--- config.mk ---
export PLATFORM = sky130hd
export DESIGN_NAME = calendar_date_stepper_top_flat
export DESIGN_NICKNAME = d
export VERILOG_FILES = /design/src/hw/rtl/cds_pkg.sv /design/src/hw/rtl/cds_if.sv /design/src/hw/rtl/calendar_date_stepper_top.sv /design/src/flat_wrapper.sv
export SDC_FILE = /design/constraint.sdc
export NUM_CORES = 1
export LEC_CHECK = 0
export ABC_AREA = 1
export CORE_ASPECT_RATIO = 1.2
export CORE_MARGIN = 5
export CORE_UTILIZATION = 45
export CTS_CLUSTER_SIZE = 24
export DETAILED_ROUTE_END_ITERATION = 6
export DONT_BUFFER_PORTS = 1
export GPL_ROUTABILITY_DRIVEN = 0
export HOLD_SLACK_MARGIN = 0.06
export PLACE_DENSITY_LB_ADDON = 0.08
export SLEW_MARGIN = 10
export SYNTH_ARGS = -nofsm -noshare
export SYNTH_HDL_FRONTEND = slang
export SYNTH_SLANG_ARGS = --single-unit
--- constraint.sdc ---
create_clock -name i_clk -period 6.9 [get_ports i_clk]
set_clock_uncertainty 0.05 [all_clocks]
set_input_delay 1.38 -clock i_clk [delete_from_list [all_inputs] [get_ports i_clk]]
set_output_delay 1.38 -clock i_clk [all_outputs]
set_load 0.05 [all_outputs]
--- src/hw/rtl/cds_pkg.sv ---
// shared types, constants and calendar helpers for the date stepper
package cds_pkg;

    typedef enum logic [2:0] {
        S_IDLE,
        S_MOD,
        S_CHECK,
        S_STEP,
        S_DONE
    } t_state;

    localparam logic [1:0] CMD_LOAD    = 2'd0;
    localparam logic [1:0] CMD_ADVANCE = 2'd1;
    localparam logic [1:0] CMD_RETREAT = 2'd2;

    localparam logic [1:0] ST_OK       = 2'd0;
    localparam logic [1:0] ST_BAD_LOAD = 2'd1;
    localparam logic [1:0] ST_OVER     = 2'd2;
    localparam logic [1:0] ST_UNDER    = 2'd3;

    localparam int          CYCLE_YEARS = 400;
    localparam int          CENTURY     = 100;
    localparam int          YEAR_RESET  = 1900;
    localparam logic [8:0]  YMOD_RESET  = 9'(YEAR_RESET % CYCLE_YEARS);
    localparam logic [8:0]  YMOD_LAST   = 9'(CYCLE_YEARS - 1);
    localparam logic [4:0]  FEB_LEAP    = 5'd29;
    localparam logic [4:0]  DAY_MAX     = 5'd31;
    localparam logic [3:0]  MONTH_FEB   = 4'd2;
    localparam logic [3:0]  MONTH_LAST  = 4'd12;

    // floor(x / 25) is (x * RECIP_25) >> RECIP_SHIFT for x below 2^28
    localparam int          RECIP_SHIFT = 33;
    localparam logic [28:0] RECIP_25    = 29'h147AE148;

    localparam logic [4:0] MONTH_LEN [13] = '{
        5'd0, 5'd31, 5'd28, 5'd31, 5'd30, 5'd31, 5'd30,
        5'd31, 5'd31, 5'd30, 5'd31, 5'd30, 5'd31
    };

    // leap test from the year taken modulo 400
    function automatic logic is_leap(input logic [8:0] ymod);
        logic cent;
        cent = (ymod == 9'(CENTURY)) || (ymod == 9'(2 * CENTURY)) ||
               (ymod == 9'(3 * CENTURY));
        return (ymod[1:0] == 2'd0) && !cent;
    endfunction

    function automatic logic [4:0] days_in(input logic [3:0] month, input logic leap);
        logic [4:0] len;
        if (month < 4'd1 || month > MONTH_LAST) begin
            len = DAY_MAX;
        end else if (month == MONTH_FEB && leap) begin
            len = FEB_LEAP;
        end else begin
            len = MONTH_LEN[month];
        end
        return len;
    endfunction

endpackage

--- src/hw/rtl/cds_if.sv ---
// command and result channel interfaces
interface cds_cmd_if #(
    parameter int YEAR_BITS  = 16,
    parameter int COUNT_BITS = 16
);
    logic                  valid;
    logic                  ready;
    logic [1:0]            command;
    logic [4:0]            day_in;
    logic [3:0]            month_in;
    logic [YEAR_BITS-1:0]  year_in;
    logic [COUNT_BITS-1:0] step_count;

    modport source (output valid, command, day_in, month_in, year_in, step_count,
                    input ready);
    modport sink   (input valid, command, day_in, month_in, year_in, step_count,
                    output ready);
endinterface

interface cds_res_if #(
    parameter int YEAR_BITS = 16
);
    logic                 valid;
    logic                 ready;
    logic [4:0]           day_out;
    logic [3:0]           month_out;
    logic [YEAR_BITS-1:0] year_out;
    logic [1:0]           status;

    modport source (output valid, day_out, month_out, year_out, status, input ready);
    modport sink   (input valid, day_out, month_out, year_out, status, output ready);
endinterface

--- src/hw/rtl/calendar_date_stepper_top.sv ---
// gregorian date register with load, advance and retreat commands
//
// i_cmd carries one command beat: load (day_in, month_in, year_in), advance or
// retreat by step_count days. o_res returns one beat per command: the date
// after the command and a status (ok, bad load, overflow, underflow).
// i_cmd.ready is high only when the sequencer is idle and the result register
// is empty or being drained in the same cycle.
// load steps through a reciprocal multiply for the year mod 400, a remainder
// step, a check step and a result step.
// advance/retreat walk the date month by month: a single
// subtract/compare unit takes the remaining count across one month boundary
// per cycle, and the walk ends in the result step.
// an unused command code goes straight to the result step.
// reset (synchronous, active low) sets the date to 1 January 1900 and empties
// the result register.
// a stalled receiver holds the result beat; the next command waits until it
// drains.
module calendar_date_stepper_top #(
    parameter int YEAR_BITS  = 16,
    parameter int COUNT_BITS = 16
) (
    input  logic      i_clk,
    input  logic      i_rst_n,
    cds_cmd_if.sink   i_cmd,
    cds_res_if.source o_res
);
    import cds_pkg::*;

    localparam int CW    = (COUNT_BITS > 5) ? COUNT_BITS : 5;
    localparam int QX_W  = YEAR_BITS - 4;
    localparam int PW    = QX_W + 29;
    localparam int QW    = YEAR_BITS - 8;

    t_state                r_state, n_state;
    logic [1:0]            r_cmd, n_cmd;
    logic [4:0]            r_d, n_d;
    logic [3:0]            r_m, n_m;
    logic [YEAR_BITS-1:0]  r_y, n_y;
    logic [QW-1:0]         r_q, n_q;
    logic                  r_phase, n_phase;
    logic [8:0]            r_rem, n_rem;
    logic [COUNT_BITS-1:0] r_n, n_n;
    logic [4:0]            r_day, n_day;
    logic [3:0]            r_month, n_month;
    logic [YEAR_BITS-1:0]  r_year, n_year;
    logic [8:0]            r_ymod, n_ymod;
    logic [1:0]            r_status, n_status;
    logic                  r_ovalid, n_ovalid;
    logic [4:0]            r_o_day, n_o_day;
    logic [3:0]            r_o_month, n_o_month;
    logic [YEAR_BITS-1:0]  r_o_year, n_o_year;
    logic [1:0]            r_o_status, n_o_status;

    logic                  in_take;
    logic                  fwd;
    logic [4:0]            dim;
    logic [4:0]            left_p1;
    logic [4:0]            step_b;
    logic [CW-1:0]         n_ext;
    logic [CW-1:0]         b_ext;
    logic [CW-1:0]         diff;
    logic                  fits;
    logic [PW-1:0]         prod;
    logic [8:0]            rem_ld;
    logic                  ld_ok;
    logic [3:0]            mon_dn;
    logic [YEAR_BITS-1:0]  year_dn;
    logic [8:0]            ymod_dn;

    assign i_cmd.ready     = (r_state == S_IDLE) && (!r_ovalid || o_res.ready);
    assign in_take         = i_cmd.valid && i_cmd.ready;
    assign o_res.valid     = r_ovalid;
    assign o_res.day_out   = r_o_day;
    assign o_res.month_out = r_o_month;
    assign o_res.year_out  = r_o_year;
    assign o_res.status    = r_o_status;

    // shared compare-subtract unit
    assign fwd     = (r_cmd == CMD_ADVANCE);
    assign dim     = days_in(r_month, is_leap(r_ymod));
    assign left_p1 = 5'(6'(dim) - 6'(r_day) + 6'd1);
    assign step_b  = fwd ? left_p1 : r_day;
    assign n_ext   = CW'(r_n);
    assign b_ext   = CW'(step_b);
    assign diff    = n_ext - b_ext;
    assign fits    = n_ext < b_ext;

    // year mod 400 by reciprocal multiply
    assign prod    = PW'(r_y[YEAR_BITS-1:4]) * PW'(RECIP_25);
    assign rem_ld  = 9'(r_y - YEAR_BITS'(r_q) * YEAR_BITS'(CYCLE_YEARS));

    assign ld_ok = (r_y != '0) && (r_m >= 4'd1) && (r_m <= MONTH_LAST) &&
                   (r_d >= 5'd1) && (r_d <= days_in(r_m, is_leap(r_rem)));

    assign mon_dn  = (r_month == 4'd1) ? MONTH_LAST : (r_month - 4'd1);
    assign year_dn = (r_month == 4'd1) ? (r_year - YEAR_BITS'(1)) : r_year;
    assign ymod_dn = (r_month != 4'd1) ? r_ymod :
                     ((r_ymod == 9'd0) ? YMOD_LAST : (r_ymod - 9'd1));

    always_comb begin
        n_state    = r_state;
        n_cmd      = r_cmd;
        n_d        = r_d;
        n_m        = r_m;
        n_y        = r_y;
        n_q        = r_q;
        n_phase    = r_phase;
        n_rem      = r_rem;
        n_n        = r_n;
        n_day      = r_day;
        n_month    = r_month;
        n_year     = r_year;
        n_ymod     = r_ymod;
        n_status   = r_status;
        n_ovalid   = r_ovalid && !o_res.ready;
        n_o_day    = r_o_day;
        n_o_month  = r_o_month;
        n_o_year   = r_o_year;
        n_o_status = r_o_status;
        case (r_state)
            S_IDLE: begin
                if (in_take) begin
                    n_cmd    = i_cmd.command;
                    n_d      = i_cmd.day_in;
                    n_m      = i_cmd.month_in;
                    n_y      = i_cmd.year_in;
                    n_n      = i_cmd.step_count;
                    n_phase  = 1'b1;
                    n_status = ST_OK;
                    if (i_cmd.command == CMD_LOAD) begin
                        n_state = S_MOD;
                    end else if (i_cmd.command == CMD_ADVANCE ||
                                 i_cmd.command == CMD_RETREAT) begin
                        n_state = S_STEP;
                    end else begin
                        n_state = S_DONE;
                    end
                end
            end
            S_MOD: begin
                if (r_phase) begin
                    n_q     = prod[PW-1:RECIP_SHIFT];
                    n_phase = 1'b0;
                end else begin
                    n_rem   = rem_ld;
                    n_state = S_CHECK;
                end
            end
            S_CHECK: begin
                if (ld_ok) begin
                    n_day    = r_d;
                    n_month  = r_m;
                    n_year   = r_y;
                    n_ymod   = r_rem;
                    n_status = ST_OK;
                end else begin
                    n_status = ST_BAD_LOAD;
                end
                n_state = S_DONE;
            end
            S_STEP: begin
                if (fits) begin
                    n_day   = fwd ? (r_day + 5'(n_ext)) : (r_day - 5'(n_ext));
                    n_state = S_DONE;
                end else if (fwd) begin
                    if (r_month == MONTH_LAST && (&r_year)) begin
                        n_day    = DAY_MAX;
                        n_status = ST_OVER;
                        n_state  = S_DONE;
                    end else begin
                        n_n   = COUNT_BITS'(diff);
                        n_day = 5'd1;
                        if (r_month == MONTH_LAST) begin
                            n_month = 4'd1;
                            n_year  = r_year + YEAR_BITS'(1);
                            n_ymod  = (r_ymod == YMOD_LAST) ? 9'd0 : (r_ymod + 9'd1);
                        end else begin
                            n_month = r_month + 4'd1;
                        end
                    end
                end else begin
                    if (r_month == 4'd1 && r_year <= YEAR_BITS'(1)) begin
                        n_day    = 5'd1;
                        n_status = ST_UNDER;
                        n_state  = S_DONE;
                    end else begin
                        n_n     = COUNT_BITS'(diff);
                        n_month = mon_dn;
                        n_year  = year_dn;
                        n_ymod  = ymod_dn;
                        n_day   = days_in(mon_dn, is_leap(ymod_dn));
                    end
                end
            end
            S_DONE: begin
                n_ovalid   = 1'b1;
                n_o_day    = r_day;
                n_o_month  = r_month;
                n_o_year   = r_year;
                n_o_status = r_status;
                n_state    = S_IDLE;
            end
            default: begin
                n_state = S_IDLE;
            end
        endcase
    end

    always_ff @(posedge i_clk) begin
        if (!i_rst_n) begin
            r_state  <= S_IDLE;
            r_ovalid <= 1'b0;
            r_day    <= 5'd1;
            r_month  <= 4'd1;
            r_year   <= YEAR_BITS'(YEAR_RESET);
            r_ymod   <= YMOD_RESET;
            r_status <= ST_OK;
        end else begin
            r_state  <= n_state;
            r_ovalid <= n_ovalid;
            r_day    <= n_day;
            r_month  <= n_month;
            r_year   <= n_year;
            r_ymod   <= n_ymod;
            r_status <= n_status;
        end
    end

    always_ff @(posedge i_clk) begin
        r_cmd      <= n_cmd;
        r_d        <= n_d;
        r_m        <= n_m;
        r_y        <= n_y;
        r_q        <= n_q;
        r_phase    <= n_phase;
        r_rem      <= n_rem;
        r_n        <= n_n;
        r_o_day    <= n_o_day;
        r_o_month  <= n_o_month;
        r_o_year   <= n_o_year;
        r_o_status <= n_o_status;
    end

    // held date is always a real calendar date
    a_date_valid: assert property (@(posedge i_clk) disable iff (!i_rst_n)
        (r_month >= 4'd1) && (r_month <= MONTH_LAST) && (r_day >= 5'd1) &&
        (r_day <= days_in(r_month, is_leap(r_ymod))) && (r_year != '0))
        else $error("held date out of range");

    // year residue stays below the 400-year cycle
    a_ymod_range: assert property (@(posedge i_clk) disable iff (!i_rst_n)
        r_ymod < 9'(CYCLE_YEARS))
        else $error("year residue out of range");

    // an accepted beat always starts work
    a_take_busy: assert property (@(posedge i_clk) disable iff (!i_rst_n)
        in_take |=> (r_state != S_IDLE))
        else $error("accepted command left sequencer idle");

    // underflow result is pinned to the first day of year one
    a_under_floor: assert property (@(posedge i_clk) disable iff (!i_rst_n)
        (r_ovalid && r_o_status == ST_UNDER) |->
        (r_o_day == 5'd1 && r_o_month == 4'd1 && r_o_year == YEAR_BITS'(1)))
        else $error("underflow result not saturated");

endmodule
--- src/flat_wrapper.sv ---
// flat-port wrapper written by rule: the top's interface ports become plain ports
module calendar_date_stepper_top_flat import cds_pkg::*;
#(
    parameter int YEAR_BITS  = 16,
    parameter int COUNT_BITS = 16
)
  (i_clk, i_rst_n, i_cmd_valid, i_cmd_command, i_cmd_day_in, i_cmd_month_in, i_cmd_year_in, i_cmd_step_count, i_cmd_ready, o_res_valid, o_res_day_out, o_res_month_out, o_res_year_out, o_res_status, o_res_ready);
  cds_cmd_if #(.YEAR_BITS(YEAR_BITS), .COUNT_BITS(COUNT_BITS)) i_cmd_i ();
  cds_res_if #(.YEAR_BITS(YEAR_BITS)) o_res_i ();
  input  logic i_clk;
  input  logic i_rst_n;
  input wire logic [$bits(i_cmd_i.valid)-1:0] i_cmd_valid;
  input wire logic [$bits(i_cmd_i.command)-1:0] i_cmd_command;
  input wire logic [$bits(i_cmd_i.day_in)-1:0] i_cmd_day_in;
  input wire logic [$bits(i_cmd_i.month_in)-1:0] i_cmd_month_in;
  input wire logic [$bits(i_cmd_i.year_in)-1:0] i_cmd_year_in;
  input wire logic [$bits(i_cmd_i.step_count)-1:0] i_cmd_step_count;
  output wire logic [$bits(i_cmd_i.ready)-1:0] i_cmd_ready;
  output wire logic [$bits(o_res_i.valid)-1:0] o_res_valid;
  output wire logic [$bits(o_res_i.day_out)-1:0] o_res_day_out;
  output wire logic [$bits(o_res_i.month_out)-1:0] o_res_month_out;
  output wire logic [$bits(o_res_i.year_out)-1:0] o_res_year_out;
  output wire logic [$bits(o_res_i.status)-1:0] o_res_status;
  input wire logic [$bits(o_res_i.ready)-1:0] o_res_ready;
  assign i_cmd_i.valid = i_cmd_valid;
  assign i_cmd_i.command = i_cmd_command;
  assign i_cmd_i.day_in = i_cmd_day_in;
  assign i_cmd_i.month_in = i_cmd_month_in;
  assign i_cmd_i.year_in = i_cmd_year_in;
  assign i_cmd_i.step_count = i_cmd_step_count;
  assign i_cmd_ready = i_cmd_i.ready;
  assign o_res_valid = o_res_i.valid;
  assign o_res_day_out = o_res_i.day_out;
  assign o_res_month_out = o_res_i.month_out;
  assign o_res_year_out = o_res_i.year_out;
  assign o_res_status = o_res_i.status;
  assign o_res_i.ready = o_res_ready;
  calendar_date_stepper_top #(.YEAR_BITS(YEAR_BITS), .COUNT_BITS(COUNT_BITS)) u_core (.i_clk(i_clk), .i_rst_n(i_rst_n), .i_cmd(i_cmd_i), .o_res(o_res_i));
endmodule
Word-level counts from Yosys, hierarchy flattened
Memory sizes are Yosys's and may differ from the RTL's. Cells that the tools add are included.

Logic and storage cells: 215. Memories: 3. Bits in registers: 128. ROM bits: 240.

Memories: (name not given) (words 16, width 5, rd ports 1, clocked after memory_dff 0, write ports 0, line cds_pkg.sv:55) `len = MONTH_LEN[month];`; (name not given) (words 16, width 5, rd ports 1, clocked after memory_dff 0, write ports 0, line cds_pkg.sv:55); (name not given) (words 16, width 5, rd ports 1, clocked after memory_dff 0, write ports 0, line cds_pkg.sv:55).

Multiplexer cells: 71. Reductions and logical operators: 54. Bitwise logic cells: 4. $mul: 2. Eq/ne operators: 35. $add $sub $neg: 12. Order comparisons: 15.

Operator list (count): 16-bit 2-to-1 mux (12); 5-bit 2-to-1 mux (19); 9-bit 2-to-1 mux (9); 16-bit one-hot mux with 2 select lines (2); 12-bit by 26-bit multiplier with 38-bit output, second input constant (1); 9-bit equality test, second input constant (4); 4-bit 2-to-1 mux (7); 9-bit by 7-bit equality test with 1-bit output, second input constant (3); 9-bit by 8-bit equality test with 1-bit output, second input constant (3); 3-bit 2-to-1 mux (8); 9-bit one-hot mux with 2 select lines (1); 16-bit by 1-bit adder with 16-bit output, second input constant (1); 16-bit by 1-bit <= comparator with 1-bit output, second input constant (1); 16-bit by 5-bit less-than comparator with 1-bit output (1); 16-bit AND reduction (1); 16-bit nonzero test (1); 16-bit by 1-bit subtractor with 16-bit output, second input constant (1); 16-bit by 5-bit subtractor with 16-bit output (1); 5-bit greater-or-equal comparator, second input constant (3); 1-bit logical AND (15); 4-bit NOT with 5-bit output (3); 5-bit AND reduction (3); 4-bit by 2-bit equality test with 1-bit output, second input constant (3); 4-bit greater-than comparator, second input constant (3); other kinds (47) (87).

Longest topological paths before layout
Word-level depth: 16. Gate-level depth with buffers: 31. Gate-level depth less buffers: 30.

Least setup slack after synthesis
Ideal clock, no wire load.

Path type: reg2reg. Start point: register u_core.r_y[10]. End point: register u_core.r_q[4] (data pin). Stages on the path, launching flop included: 20. Data arrival time: 4512 ps. Required time: 6590 ps. Path slack: 2078 ps. Path buffers: 0. Cells stage by stage: edfxtp_1 > fa_1 > inv_1 > fa_1 > inv_1 > fa_1 > fa_1 > inv_1 > fa_1 > inv_1 > ha_1 > nand2_1 > nor2_1 > nand3_1 > nand3_1 > a21oi_1 > nor2_1 > a211oi_1 > nand2_1 > xnor2_1.

Cells in the longest elaborated chain, start to end: 1.

RTL lines: from (decl) (line calendar_date_stepper_top.sv:38) `logic [YEAR_BITS-1:0] r_y, n_y;`; from (signal assigned) (line calendar_date_stepper_top.sv:233) `r_y <= n_y;`; 12-bit by 26-bit multiplier with 38-bit output (line calendar_date_stepper_top.sv:89) `assign prod = PW'(r_y[YEAR_BITS-1:4]) * PW'(RECIP_25);`; net u_core.prod[37] (line calendar_date_stepper_top.sv:63) `logic [PW-1:0] prod;`; to (signal assigned) (line calendar_date_stepper_top.sv:234) `r_q <= n_q;`; to (decl) (line calendar_date_stepper_top.sv:39) `logic [QW-1:0] r_q, n_q;`.

The timed path passes the listed nets, and every way through them passes these cells. A chain may end at the register's enable or synchronous reset.

Worst setup path after layout
Start point: register u_core.r_y[10]. End point: register u_core.r_q[3] (data pin).

The elaborated chain is that of the path after synthesis.

==> summary.md <==
| Metric | Value |
|---|---|
| Status | `finished, final reports clean` |
| CP startpoint kind | `register` |
| Worst setup EP type | `register` |
| Hpwl dp | `24.7 mm` |
| Vias in the first global route | `9174` |
| Max-cap violations | `0` |
| IO Count | `76` |
| Crit-path leading delay family | `adder cells` |
| Die ar. | `29300 µm²` |
| CP Class | `reg -> reg` |
| H-tree depth | `4` |
| Die Y | `187 µm` |
| Vias | `9079` |
| Mapped Cells | `1356` |
| Share of layout cells above drive strength 1 | `0.0606` |
| Buf/Inv on CP | `4` |
| Slew margin rel. | `0.378` |
| Worst hold slack | `445 ps` |
| RSZ-0062 raised after global routing | `false` |
| Commonest non-fill, non-tap cell in the layout | `nand2_1` |
| Yosys reg bits | `125` |
| Clk Latency, worst-skew pair | `430 ps` |
| Post-route ant nets | `0` |
| CP max stage delay | `660 ps` |
| Final Max Tran Viols | `0` |
| CTS Root Cell | `clkbuf_16` |
| Placed cell area | `12000 µm²` |
| Main synth FF type | `edfxtp_1` |
| Post-CTS sizing | `0` |
| Initial core utilization | `0.457` |
| Area Growth Syn to Fin | `7.75%` |
| Initial DRC Count | `480` |
| Minimum clock period | `5240 ps` |
| Crit path cell chain | `fa_1, inv_1, fa_1, inv_1, fa_1, fa_1, inv_1, fa_1, inv_1, ha_1, nand2_1, nor4_1, o21ai_0, a21oi_1, a211oi_1, nand2_1, xor2_1` |
| Port bufs | `0` |
| Post-Route WL | `30.7 mm` |
| Fill count | `2490` |
| Worst Path Required | `7030 ps` |
| Sequential share of the synthesized area | `0.287` |
| TritonCTS clock tree | `yes` |
| Initial antenna violation count | `0` |
| Worst path arrival time | `5370 ps` |
| Post-synth EDFFs | `85` |
| CP most frequent cell | `fa_1` |
| Synth Warn # | `0` |
| Post-Syn Area per Cell | `8.62 µm²` |
| Critical Path Slowest Stage Cell | `fa_1` |
| DRT Pass-1 Iters | `5` |
| Routed length per placed instance | `18.1 µm` |
| Mapped Area | `11700 µm²` |
| CTS max path bufs | `2` |
| FFs w/ async S/R, synth | `0` |
| Total gr overflow | `0` |
| Final Cell Area | `12600 µm²` |
| Final setup vio count | `0` |
| GRT Util Overall | `0.217` |
| Max Clk Rate | `191 MHz` |
| Setup bufs post-CTS | `0` |
| Die width | `157 µm` |
| Reg clk slew, reported paths | `60 ps` |
| Site Rows | `64` |
| CP Max Fanout | `8` |
| Antenna Diode Count | `0` |
| Final #Nets | `1636` |
| Total CTS buffers | `17` |
| Detailed-route vias per instance | `5.34` |
| Largest net degree at the start of global routing | `46` |
| First-pass GRT wire length | `49.7 mm` |
| # DRC | `0` |
| Final worst-path cycle share | `0.759` |
| Yosys cell types | `60` |
| Hold Violations, Final | `0` |
| TNS Setup | `0 ps` |
| Commonest cells after routing, fill and taps aside | `nand2_1 (238), inv_1 (208), ha_1 (151), nor2_1 (106), edfxtp_1 (85)` |
| Min-delay worst type | `reg -> reg` |
| Core ar. | `25500 µm²` |
| CTS Hold Buffers Added | `0` |
| Clk sinks | `125` |
| Worst-Margin Slew | `930 ps` |
==> metal layers <==
layer	vias to the layer above	wire length, µm	GRT usage
li1	4519	-	-
met1	4320	13100	0.278
met4	0	1110	0.0887
met3	57	947	0.0297
met5	-	0	0
met2	183	15500	0.367
==> synth_stat cells (all sizes together), types with 12 or more instances <==
| master | count | share of area |
|---|---|---|
| nand2 | 243 | 0.080 |
| inv | 218 | 0.070 |
| ha | 151 | 0.16 |
| nor2 | 122 | 0.049 |
| edfxtp | 85 | 0.22 |
| o21ai | 84 | 0.036 |
| fa | 82 | 0.14 |
| a21oi | 79 | 0.034 |
| nand3 | 60 | 0.027 |
| dfxtp | 40 | 0.069 |
| nor3 | 28 | 0.012 |
| xor2 | 24 | 0.018 |
| nand4 | 16 | 0.0086 |
| clkbuf | 14 | 0.0049 |
| xnor2 | 14 | 0.010 |
| a31oi | 13 | 0.0070 |
| buf | 12 | 0.0074 |
==> worst reg2reg max path, cell delays in order, from the launching register on <==
cell and delay, ps:
edfxtp_1 570, fa_1 660, inv_1 70, fa_1 480, inv_1 60, fa_1 530
fa_1 550, inv_1 50, fa_1 530, inv_1 50, ha_1 300, nand2_1 50
nor4_1 430, o21ai_0 190, a21oi_1 210, a211oi_1 60, nand2_1 80, xor2_1 60
==> per-stage QoR <==
step / setup WS (ps) / std cells / utilization
2_1_floorplan: 2080 / 1358 / -
6_report: 1660 / 1699 / 0.493
3_3_place_gp: 1740 / 1667 / 0.470
5_1_grt: 1330 / 1699 / 0.493
4_1_cts: 1670 / 1699 / 0.493
3_5_place_dp: 1690 / 1667 / 0.470
==> cells by family after synthesis <==
family	Yosys count	share of synthesized area
xor gates and xnor gates	38	0.0285
adders and majority gates	233	0.302
and+or+nand+nor	488	0.187
AOI/OAI and AO/OA	224	0.111
other	1	0.000321
muxes	1	0.000857
DFF	125	0.287
buffers and inverters	246	0.0834
==> layout make-up <==
class	count	area [µm²]	share of cell area
clock buffers	19	443	0.0352
clock inverters	13	144	0.0114
flip-flops and latches	125	3350	0.266
well taps	330	413	0.0328
inverters	220	831	0.0660
repair buffers	5	37.5	0.00298
multi-input cells	987	7370	0.585
==> registers in the layout, summed over array words and instances, names as in the netlist, 2 cells and up <==
name and cells:
u_core.o_res.year_out 16, u_core.r_day 5, u_core.r_year 16, u_core.r_state 3
u_core.r_ymod 9, u_core.r_month 4, u_core.n_ext 16, u_core.o_res.month_out 4
u_core.r_cmd 2, u_core.r_d 5, u_core.o_res.day_out 5, u_core.r_rem 9
u_core.o_res.status 2, u_core.r_q 5, u_core.r_m 4, u_core.r_y 16
u_core.r_status 2
==> final timing paths <==
| path | cells after the start | start | end | slack (ps) |
|---|---|---|---|---|
| worst max-delay path | 17 | u_core.r_y[10]$_DFFE_PP_ | u_core.r_q[3]$_DFFE_PP_ | 1660 |
| worst min register to register | 0 | u_core.r_status[0]$_SDFFE_PN0P_ | u_core.o_res.status[0]$_DFFE_PP_ | 440 |
| worst max register to register | 17 | u_core.r_y[10]$_DFFE_PP_ | u_core.r_q[3]$_DFFE_PP_ | 1660 |
| worst min-delay path | 0 | u_core.r_status[0]$_SDFFE_PN0P_ | u_core.o_res.status[0]$_DFFE_PP_ | 440 |
Power is not shown: default switching activity piles up to over one toggle a cycle in this logic, so the estimate is an artifact.
